File: src/rtl/core/bfd_pkg.sv
`timescale 1ns / 1ps
// ----------------------------------------------------------------------------
// bfd_pkg
// Shared types and constants for the box filter downscaler.
// ----------------------------------------------------------------------------
package bfd_pkg;

	// Default sizing handed to the top level
	localparam int DEF_MAX_OUT_WIDTH = 1024;
	localparam int DEF_MAX_BLOCK     = 8;

	// Pixel format
	localparam int CHANNELS = 4;
	localparam int PIX_W    = 8;

	// Output height handling
	localparam int OUT_HEIGHT_LIMIT = 1024;
	localparam int ROW_W            = 10;

	// Configuration port
	localparam int CFG_IDX_W  = 2;
	localparam int CFG_DATA_W = 11;
	localparam int CFG_BS_W   = 4;

	localparam int BLOCK_SIZE_RST = 2;
	localparam int OUT_WIDTH_RST  = 1;
	localparam int OUT_HEIGHT_RST = 1;

	typedef enum logic [CFG_IDX_W-1:0] {
		CFG_BLOCK_SIZE = 2'd0,
		CFG_OUT_WIDTH  = 2'd1,
		CFG_OUT_HEIGHT = 2'd2
	} cfg_reg_t;

	// Result buffer
	localparam int OUT_FIFO_DEPTH = 8;
	localparam int OFIFO_PTR_W    = $clog2(OUT_FIFO_DEPTH);
	localparam int OFIFO_CNT_W    = $clog2(OUT_FIFO_DEPTH + 1);

	// Frame position marks travelling with a block result
	typedef struct packed {
		logic frame_end;
		logic row_end;
	} out_flags_t;

	// One finished output word
	typedef struct packed {
		out_flags_t                      flags;
		logic [CHANNELS-1:0][PIX_W-1:0] pix;
	} res_word_t;

endpackage

File: src/rtl/core/bfd_out_fifo.sv
`timescale 1ns / 1ps
// ----------------------------------------------------------------------------
// bfd_out_fifo
// Small result buffer between the mean pipeline and the output stream.
// ----------------------------------------------------------------------------
module bfd_out_fifo
	import bfd_pkg::*;
(
	input  logic       clk,
	input  logic       arst_n,
	input  logic       wr_en,
	input  res_word_t  wr_word,
	input  logic       rd_en,
	output logic       not_empty,
	output res_word_t  rd_word
);

	res_word_t              buf_q [OUT_FIFO_DEPTH];
	logic [OFIFO_PTR_W-1:0] wr_ptr_q;
	logic [OFIFO_PTR_W-1:0] rd_ptr_q;
	logic [OFIFO_CNT_W-1:0] count_q;

	// Storage
	always_ff @(posedge clk) begin
		if (wr_en) begin
			buf_q[wr_ptr_q] <= wr_word;
		end
	end

	// Pointers and fill level
	always_ff @(posedge clk or negedge arst_n) begin
		if (!arst_n) begin
			wr_ptr_q <= '0;
			rd_ptr_q <= '0;
			count_q  <= '0;
		end else begin
			if (wr_en) begin
				wr_ptr_q <= wr_ptr_q + OFIFO_PTR_W'(1);
			end
			if (rd_en) begin
				rd_ptr_q <= rd_ptr_q + OFIFO_PTR_W'(1);
			end
			case ({wr_en, rd_en})
				2'b10:   count_q <= count_q + OFIFO_CNT_W'(1);
				2'b01:   count_q <= count_q - OFIFO_CNT_W'(1);
				default: count_q <= count_q;
			endcase
		end
	end

	assign not_empty = (count_q != '0);
	assign rd_word   = buf_q[rd_ptr_q];

	// Checks
	a_no_overflow: assert property (@(posedge clk) disable iff (!arst_n)
		wr_en && !rd_en |-> count_q != OFIFO_CNT_W'(OUT_FIFO_DEPTH))
		else $error("result buffer overflow");

	a_no_underflow: assert property (@(posedge clk) disable iff (!arst_n)
		rd_en |-> count_q != '0)
		else $error("result buffer underflow");

	a_ptr_track: assert property (@(posedge clk) disable iff (!arst_n)
		(count_q == '0) || (count_q == OFIFO_CNT_W'(OUT_FIFO_DEPTH)) ||
		(wr_ptr_q != rd_ptr_q))
		else $error("buffer pointers disagree with fill level");

endmodule

File: config.mk
export PLATFORM = sky130hd
export DESIGN_NAME = bfd_out_fifo
export DESIGN_NICKNAME = d
export VERILOG_FILES = /design/src/rtl/core/bfd_pkg.sv /design/src/rtl/core/bfd_out_fifo.sv
export SDC_FILE = /design/constraint.sdc
export NUM_CORES = 1
export LEC_CHECK = 0
export BUFFER_PORTS_ARGS = -buffer_cell sky130_fd_sc_hd__buf_2
export CAP_MARGIN = 10
export CORE_AREA = 2 2 131 159
export DETAILED_ROUTE_END_ITERATION = 7
export DIE_AREA = 0 0 133 161
export PLACE_DENSITY = 0.82
export SLEW_MARGIN = 20
export SYNTH_ARGS = -nofsm -noshare
export SYNTH_HDL_FRONTEND = slang
export SYNTH_SLANG_ARGS = --single-unit
File: constraint.sdc
create_clock -name clk -period 7.2 [get_ports clk]
set_clock_uncertainty 0.1 [all_clocks]
set_input_delay 1.08 -clock clk [delete_from_list [all_inputs] [get_ports clk]]
set_output_delay 1.08 -clock clk [all_outputs]
set_load 0.02 [all_outputs]
==> qor.csv <==
metric,value,unit
fin_setup_tns,0,ns
viasPerCell,5.86,
post_drt_wl_per_cell,24.8,um
track_usage,19.8,%
avgSynthCellArea,24.2,sq um
synth_area_leaders,"edfxtp_1 (76%), mux4_2 (14%), mux2_2 (2.8%), dfrtp_1 (2.3%), mux2_4 (1.4%)",
dp_hpwl,11100,um
gp_congestion,0.696,
p_leak,4.08,nW
synth_fp_nets,490,
cts-root-buf,clkbuf_16,
worst_setup_path_start_kind,register,
pin_count,73,
critPathMaxStageDelay,0.93,ns
clock_latency,0.52,ns
hold_violations,0,
crit_buf_inv,2,
max_freq,0.228,GHz
synth_area_leader_cell,edfxtp_1,
portBuffers,72,
cp.required,6.02,ns
dieArea,21400,sq um
cts.reportedPaths.clkPinSlew,0.06,ns
reg2reg_from,rd_ptr_q[0]$_DFFE_PN0P_,
htreeDepth,1,
cp_max_fo,39,
grt_pass1_vias,5388,
path_depth,4,
cts_buffer_depth,3,
cp-end-kind,primary output,
area_growth,14.3,%
numCtsBuffers,26,
postPlaceCellArea,11500,sq um
setup_viol,0,
yosysWarnings,0,
synth_top_cell_area_share,75.6,%
drt_wl_total,20400,um
worst_pin_slew,0.760,ns
hp-class,in -> async,
die_w,133,um
r2r_slack,4.75,ns
nets,581,
reg2reg_depth,3,
grt_pass1_wl,31500,um
fin_crit,4.39,ns
num_vias,4832,
drtPass1Iterations,5,
ys_ff_latch,282,
crit_chain,buf_4 -> mux4_2 -> mux2_2 -> buf_2,
arrival,3.21,ns
critPathTopFamily,flip-flops,
cts_hold_buf,0,
grt_max_degree,51,
die_y,161,um
core,19900,sq um
worstReg2RegEnd,rd_ptr_q[1]$_DFFE_PN0P_,
synthesis.area,10800,sq um
synth-seq-area-share,77.9,%
cts_sinks,282,
cts-resized-gates,0,
post_route_cells_drive_above_1_share,42.8,%
synth_edf_count,272,
rows,57,
drv_cap,0,
synthCells,447,
peakVddDrop,0.000242,V
ant_nets,0,
slew_viol_final,0,
drc_errors,0,
synth_cell_type_count,24,
cts_tree,yes,
slowest_stage,dfrtp_4,
post_cts_buffers,0,
ys.flop_type,edfxtp_1,
power_density,414,nW/um^2
critical_path_class,reg -> out,
crit_start,rd_ptr_q[0]$_DFFE_PN0P_,
relSlewSlack,49.3,%
grt_overflow,0,
start_util,54.3,%
status,completed,
drt_iter0_drc,405,
async_flop_share,3.55,%
design_area,12300,sq um
fin_crit_sh,61.0,%
rsz0062_at_grt,false,
cp-endpoint,rd_word[31],
antenna_found_initial,1,
fill_cells,1291,
==> cell usage after synthesis (2+ instances only) <==
cell	instances
nor2_1	7
buf_12	2
nand2b_1	3
dfrtp_1	10
mux2_4	10
edfxtp_1	272
nor2b_1	3
a21oi_1	2
mux4_2	68
nor3_1	2
buf_2	8
xor2_1	6
xnor2_1	3
nand2_1	4
ha_1	5
clkbuf_1	8
mux2_2	27
==> metrics by stage <==
| stage | util (%) | std cells | hold WS, ns | power, W | setup WS [ns] |
|---|---|---|---|---|---|
| 6_report | 62.0 | 824 | 0.330 | 0.00511 | 2.81 |
| 5_1_grt | 62.0 | 824 | 0.325 | 0.00533 | 2.56 |
| 4_1_cts | 62.0 | 823 | 0.319 | 0.00518 | 2.71 |
| 3_5_place_dp | 57.9 | 775 | 0.409 | 0.00386 | 3.29 |
| 3_3_place_gp | 57.9 | 775 | 0.348 | 0.00379 | 3.33 |
| 2_1_floorplan | - | 447 | 0.333 | 0.00340 | 3.12 |
==> layout make-up <==
type                            instances  area (sq um)  area share (%)
Sequential cell                       282          8430            68.3
Tap cell                              265           332            2.69
Multi-Input combinational cell        144          2310            18.7
Clock buffer                           33           728            5.90
Antenna cell                            1          2.50          0.0203
Clock inverter                         15          96.3           0.781
Timing Repair Buffer                   83           443            3.59
Inverter                                1          3.75          0.0304
==> power by group <==
| part | internal, W | switching (W) | total (W) |
|---|---|---|---|
| registers | 0.00207 | 0.000222 | 0.00229 |
| logic | 0.000740 | 0.000768 | 0.00151 |
| clock network | 0.000749 | 0.000562 | 0.00131 |
| total | 0.00356 | 0.00155 | 0.00511 |
==> worst reg2reg max path: cells and delay by family (launching register included) <==
kind / cells / cell delay [ns]
fa+ha+maj: 1 / 0.37
buf+inv: 1 / 0.65
mux: 1 / 0.27
flops: 1 / 0.93
==> flip-flops by register name, summed over array words and instances, names as in the netlist <==
signal / count
count_q: 4
buf_q: 272
rd_ptr_q: 3
wr_ptr_q: 3
==> metal layers <==
| metal | vias up | part of all wire, % | track usage, % |
|---|---|---|---|
| li1 | 2067 | - | - |
| met1 | 2549 | 37 | 25.2 |
| met2 | 180 | 54 | 35.4 |
| met3 | 36 | 6.3 | 2.73 |
| met4 | 0 | 2.4 | 6.70 |
| met5 | - | 0 | 0 |
==> worst min-delay path by stage <==
stage,cells past startpoint,slack [ns],from,to
5_1_grt,1,0.32,arst_n,rd_ptr_q[1]$_DFFE_PN0P_
2_1_floorplan,1,0.33,count_q[3]$_DFFE_PN0P_,count_q[3]$_DFFE_PN0P_
3_5_place_dp,1,0.41,count_q[3]$_DFFE_PN0P_,count_q[3]$_DFFE_PN0P_
6_report,1,0.33,arst_n,rd_ptr_q[2]$_DFFE_PN0P_
3_3_place_gp,1,0.35,count_q[3]$_DFFE_PN0P_,count_q[3]$_DFFE_PN0P_
4_1_cts,1,0.32,arst_n,rd_ptr_q[1]$_DFFE_PN0P_
==> kinds of logic after synthesis <==
group / after synthesis / share of synthesized area [%]
mux: 105 / 18.4
simple gates: 21 / 0.950
buf+inv: 21 / 1.19
compound gates: 4 / 0.232
flops: 282 / 77.9
fa+ha+maj: 5 / 0.579
xor+xnor: 9 / 0.730
==> cell usage in the layout, fill, tap and decap left out, types with 6 or more instances in the layout <==
master,instances
edfxtp_1,272
dfrtp_1,7
buf_4,11
mux4_2,68
clkbuf_16,27
mux2_2,27
buf_2,72
xor2_1,6
mux2_4,10
clkinv_2,8
nor2_4,6
Note: power is estimated with default switching activity, not from simulation.
