File: src/rtl/core/bfd_pkg.sv
`timescale 1ns / 1ps
// ----------------------------------------------------------------------------
// bfd_pkg
// Shared types and constants for the box filter downscaler.
// ----------------------------------------------------------------------------
package bfd_pkg;

	// Default sizing handed to the top level
	localparam int DEF_MAX_OUT_WIDTH = 1024;
	localparam int DEF_MAX_BLOCK     = 8;

	// Pixel format
	localparam int CHANNELS = 4;
	localparam int PIX_W    = 8;

	// Output height handling
	localparam int OUT_HEIGHT_LIMIT = 1024;
	localparam int ROW_W            = 10;

	// Configuration port
	localparam int CFG_IDX_W  = 2;
	localparam int CFG_DATA_W = 11;
	localparam int CFG_BS_W   = 4;

	localparam int BLOCK_SIZE_RST = 2;
	localparam int OUT_WIDTH_RST  = 1;
	localparam int OUT_HEIGHT_RST = 1;

	typedef enum logic [CFG_IDX_W-1:0] {
		CFG_BLOCK_SIZE = 2'd0,
		CFG_OUT_WIDTH  = 2'd1,
		CFG_OUT_HEIGHT = 2'd2
	} cfg_reg_t;

	// Result buffer
	localparam int OUT_FIFO_DEPTH = 8;
	localparam int OFIFO_PTR_W    = $clog2(OUT_FIFO_DEPTH);
	localparam int OFIFO_CNT_W    = $clog2(OUT_FIFO_DEPTH + 1);

	// Frame position marks travelling with a block result
	typedef struct packed {
		logic frame_end;
		logic row_end;
	} out_flags_t;

	// One finished output word
	typedef struct packed {
		out_flags_t                      flags;
		logic [CHANNELS-1:0][PIX_W-1:0] pix;
	} res_word_t;

endpackage

File: src/rtl/core/bfd_mean.sv
`timescale 1ns / 1ps
// ----------------------------------------------------------------------------
// bfd_mean
// Rounded block mean per channel: (2*sum + N*N) / (2*N*N), done as a
// multiply by a per-N reciprocal from a constant table, then a shift.
// ----------------------------------------------------------------------------
module bfd_mean
	import bfd_pkg::*;
#(
	parameter int MAX_BLOCK = DEF_MAX_BLOCK,
	localparam int NB  = (MAX_BLOCK > 1) ? $clog2(MAX_BLOCK) : 1,
	localparam int NW  = $clog2(MAX_BLOCK + 1),
	localparam int SW  = PIX_W + $clog2(MAX_BLOCK * MAX_BLOCK),
	localparam int XW  = SW + 1,
	localparam int ARW = $clog2(MAX_BLOCK * MAX_BLOCK + 1),
	localparam int K   = XW + $clog2(2 * MAX_BLOCK * MAX_BLOCK),
	localparam int PW  = XW + K
) (
	input  logic                            clk,
	input  logic                            arst_n,
	input  logic [NW-1:0]                   n,
	input  logic                            in_valid,
	input  logic [CHANNELS-1:0][SW-1:0]     sums,
	input  out_flags_t                      in_flags,
	output logic                            out_valid,
	output res_word_t                       out_word
);

	// Area and reciprocal tables, one entry per block size
	logic [ARW-1:0] area_tab  [MAX_BLOCK];
	logic [K-1:0]   recip_tab [MAX_BLOCK];

	for (genvar i = 1; i <= MAX_BLOCK; i++) begin : g_tab
		localparam longint unsigned AREA = longint'(i) * longint'(i);
		localparam longint unsigned DIVR = 2 * AREA;
		localparam longint unsigned RCP  = ((64'd1 << K) + DIVR - 1) / DIVR;
		assign area_tab[i-1]  = ARW'(AREA);
		assign recip_tab[i-1] = K'(RCP);
	end

	logic [NW-1:0] n_m1;
	assign n_m1 = n - NW'(1);

	// Stage 1: rounding numerator and reciprocal
	logic                         valid_s1;
	logic [CHANNELS-1:0][XW-1:0]  x_s1;
	logic [K-1:0]                 recip_s1;
	out_flags_t                   flags_s1;

	always_ff @(posedge clk or negedge arst_n) begin
		if (!arst_n) begin
			valid_s1 <= 1'b0;
		end else begin
			valid_s1 <= in_valid;
		end
	end

	always_ff @(posedge clk) begin
		if (in_valid) begin
			for (int c = 0; c < CHANNELS; c++) begin
				x_s1[c] <= {sums[c], 1'b0} + XW'(area_tab[n_m1[NB-1:0]]);
			end
			recip_s1 <= recip_tab[n_m1[NB-1:0]];
			flags_s1 <= in_flags;
		end
	end

	// Stage 2: reciprocal multiply
	logic                         valid_s2;
	logic [CHANNELS-1:0][PW-1:0]  prod_s2;
	out_flags_t                   flags_s2;

	always_ff @(posedge clk or negedge arst_n) begin
		if (!arst_n) begin
			valid_s2 <= 1'b0;
		end else begin
			valid_s2 <= valid_s1;
		end
	end

	always_ff @(posedge clk) begin
		if (valid_s1) begin
			for (int c = 0; c < CHANNELS; c++) begin
				prod_s2[c] <= PW'(x_s1[c]) * PW'(recip_s1);
			end
			flags_s2 <= flags_s1;
		end
	end

	// Quotient is the product shifted down by K
	always_comb begin
		out_valid      = valid_s2;
		out_word.flags = flags_s2;
		for (int c = 0; c < CHANNELS; c++) begin
			out_word.pix[c] = prod_s2[c][K +: PIX_W];
		end
	end

	// Checks
	a_n_in_range: assert property (@(posedge clk) disable iff (!arst_n)
		in_valid |-> (n != '0) && (32'(n) <= MAX_BLOCK))
		else $error("block size outside table");

	a_pipe_follow: assert property (@(posedge clk) disable iff (!arst_n)
		in_valid |-> ##2 out_valid)
		else $error("mean pipeline dropped a word");

	a_no_phantom: assert property (@(posedge clk) disable iff (!arst_n)
		out_valid |-> $past(in_valid, 2))
		else $error("mean pipeline produced a word from nothing");

endmodule

File: config.mk
export PLATFORM = sky130hd
export DESIGN_NAME = bfd_mean
export DESIGN_NICKNAME = d
export VERILOG_FILES = /design/src/rtl/core/bfd_pkg.sv /design/src/rtl/core/bfd_mean.sv
export SDC_FILE = /design/constraint.sdc
export NUM_CORES = 2
export LEC_CHECK = 0
export BUFFER_PORTS_ARGS = -buffer_cell sky130_fd_sc_hd__buf_4
export CORE_MARGIN = 4
export CORE_UTILIZATION = 45
export CTS_CLUSTER_SIZE = 25
export DETAILED_ROUTE_END_ITERATION = 12
export GPL_TIMING_DRIVEN = 0
export PLACE_DENSITY = 0.62
export SLEW_MARGIN = 20
export SYNTH_ARGS = -nofsm -noshare
export SYNTH_HDL_FRONTEND = slang
export SYNTH_SLANG_ARGS = --single-unit
File: constraint.sdc
create_clock -name clk -period 10.11 [get_ports clk]
set_clock_uncertainty 0.1 [all_clocks]
set_input_delay 1.011 -clock clk [delete_from_list [all_inputs] [get_ports clk]]
set_output_delay 1.011 -clock clk [all_outputs]
set_load 0.02 [all_outputs]
==> metrics <==
Crit path required time=10.17 ns; DRT Wirelength=109000 µm; Core ar.=76500 µm²; Tightest Pin Transition=1.26 ns; synthesis warning total=0; Critical Path AT=8.85 ns; synth unique cells=59; Num CTS Buffers=9; Post-Synth Adder-Cell Area=59.2%; Die X=287 µm; Crit path top cell by count=fa_1; XOR/XNOR Fraction of Synth Area=3.35%; CTS tree=done; most frequently used flop master after synthesis=edfxtp_1; post-CTS sizing=0; kind of cell adding the most delay to the critical path=adder cells; synthesized instance count=3597; fill cell count=7334; vias per inst=5.22; Achievable Freq=114 MHz; hold buffer count at cts=0; pin count of the biggest net entering global routing=74; first-pass GRT wire length=165000 µm; gr ovfl total=0; crit path kind=reg -> reg; Synth Area per Inst=9.73 µm²; Pre-Repair DR Iteration Count=6; Slowest cell on crit path=clkbuf_1; synthesized area=35000 µm²; CP peak stage delay=0.90 ns; CTS root buf=clkbuf_16; mux share of post-synthesis cell area=0.0608%; CP max FO=10; Clock Latency Late Sink=0.43 ns; starting density of the core=45.8%; Max Cap Viol=0; Post-Synth Simple-Gate Area=12.5%; commonest cells after routing, fill and taps aside=inv_1 (976), fa_1 (746), ha_1 (463); nets=4982; worst min path class=in -> async; vias in the first global route=26626; area fraction in compound gates after synthesis=3.72%; Final setup viols=0; Post-synth EDFFs=106; Area growth syn-to-layout=6.85%; CP Launch Type=flop; num rows=101; crit path cell chain=clkbuf_1 > clkbuf_1 > nand2_1 > inv_1 > fa_1 > inv_1 > fa_1 > inv_1 > fa_1 > inv_1 > fa_1 > inv_1 > fa_1 > fa_1 > ha_1 > a41oi_1 > o21ai_0 > a21oi_2 > o2111ai_2 > nand4_2 > o21ai_1 > o41ai_2 > xnor2_1; initial DRC count=1892; largest family of logic cells by synthesized area=adder cells; GRT Overall Usage=27.5%; via count=24803; Fin. Hold Viols=0; GPL Wtd Cong=0.966; Mapped Nets=4871; Clk pin slew, worst setup/hold paths=0.10 ns; Synth Register Bits=108; Slew Limit Headroom=16.1%; status=complete, no violations; critical path buffer and inverter count=7; ANT nets after route=0; period utilisation layout=86.9%; FFs w/ async S/R, synth=1.85%; Post-CTS Setup Bufs=0; setup TNS=0 ns; initial antenna violation count=9; RSZ-0062 raised after global routing=no; # IOs=100; hpwl dp=90300 µm; commonest non-fill, non-tap cell in the layout=inv_1; Clock Tree Buf Depth=2; die area=82300 µm²; H-tree levels=3; WL/cell=22.9 µm; remaining routing DRC violations=0; clk sinks=108; input/output buffers=98; Min Clock Period, post-route=8.79 ns; Pins Over Slew Limit=0; share of cells above drive strength 1=3.96%; Die H=287 µm; post-synthesis sequential area ratio=9.24%; Worst setup EP type=flop
## Yosys cell counts, types with 3 or more instances
master | n | area [µm²]
xor2_1 | 41 | 359
nand2b_1 | 3 | 18.8
o211ai_2 | 3 | 37.5
and2_1 | 409 | 2560
or3_1 | 3 | 18.8
a31oi_1 | 3 | 18.8
nand3_1 | 26 | 130
ha_1 | 463 | 5790
clkbuf_1 | 131 | 492
and3_1 | 9 | 56.3
xnor2_1 | 93 | 815
inv_1 | 976 | 3660
o21ai_0 | 25 | 125
o21ai_1 | 7 | 35.0
nor2_1 | 40 | 150
edfxtp_1 | 106 | 3180
o21bai_1 | 6 | 45.0
nor3_1 | 12 | 60.1
nand2_1 | 323 | 1210
a21oi_1 | 61 | 305
nor2b_1 | 6 | 37.5
o211ai_1 | 6 | 45.0
a21o_1 | 34 | 255
a211o_1 | 6 | 52.6
fa_1 | 746 | 14900
a211oi_1 | 3 | 22.5
o21a_1 | 8 | 60.1
nand4_1 | 9 | 56.3
## area by class of cell
cell class	instances	area (µm²)	area share, %
clock buffers	9	225	0.602
well taps	1030	1290	3.45
multi-input cells	2382	27600	73.8
inverters	976	3660	9.80
diodes	8	20.0	0.0535
plain buffers	131	495	1.33
repair buffers	100	762	2.04
clock inverters	7	88.8	0.238
flip-flops and latches	108	3240	8.66
## worst paths after layout
path                       slack [ns]          from            to  cells after the start
hold reg to reg                  0.34   flags_s1[1]  out_word[33]                      0
min in group clk                 0.34   flags_s1[1]  out_word[33]                      0
max in group asynchronous        9.57        arst_n      valid_s1                      1
setup / recovery                 1.32  recip_s1[10]   out_word[7]                     23
setup reg to reg                 1.32  recip_s1[10]   out_word[7]                     23
hold / removal                   0.24        arst_n      valid_s1                      1
## logic make-up (layout without fill, tap and decap cells)
group                      Yosys count  in the layout
muxes                                2              2
adders and majority gates         1209           1209
buffers and inverters             1107           1223
other                                0              8
DFF                                108            108
AOI/OAI and AO/OA                  187            187
and+or+nand+nor                    850            850
xor gates and xnor gates           134            134
## per-layer routing
metal / share of wire [%] / vias to the layer above / track usage (%)
met4: 5.1 / 4 / 11.4
met2: 46 / 1126 / 44.0
li1: - / 10878 / -
met5: 0.063 / - / 0.179
met1: 39 / 12535 / 35.7
met3: 10 / 260 / 7.04
## per-stage QoR
stage | hold WS (ns) | utilization (%) | worst slack [ns] | cell area (µm²) | cells
2_1_floorplan | 0.300 | - | 3.99 | 35000 | 3597
3_3_place_gp | 0.305 | 48.4 | 1.62 | 37000 | 4725
3_5_place_dp | 0.317 | 48.5 | 1.59 | 37100 | 4727
4_1_cts | 0.217 | 48.9 | 1.56 | 37400 | 4743
5_1_grt | 0.218 | 48.9 | 1.18 | 37400 | 4743
6_report | 0.241 | 48.9 | 1.32 | 37400 | 4751
## sequential cells by signal (all words and copies together) (netlist names)
name,flops
recip_s1,13
x_s1,57
out_valid,1
valid_s1,1
flags_s1,2
out_word,34
## worst register-to-register path, cell delays in order (launching register included)
cell and delay, ns:
edfxtp_1 0.37, clkbuf_1 0.58, clkbuf_1 0.90, nand2_1 0.77, inv_1 0.56, fa_1 0.26, inv_1 0.06, fa_1 0.52
inv_1 0.05, fa_1 0.50, inv_1 0.05, fa_1 0.53, inv_1 0.05, fa_1 0.49, fa_1 0.42, ha_1 0.32
a41oi_1 0.18, o21ai_0 0.19, a21oi_2 0.33, o2111ai_2 0.21, nand4_2 0.20, o21ai_1 0.12, o41ai_2 0.39, xnor2_1 0.35
Power is not shown: default switching activity piles up to over one toggle a cycle in this logic, so the estimate is an artifact.
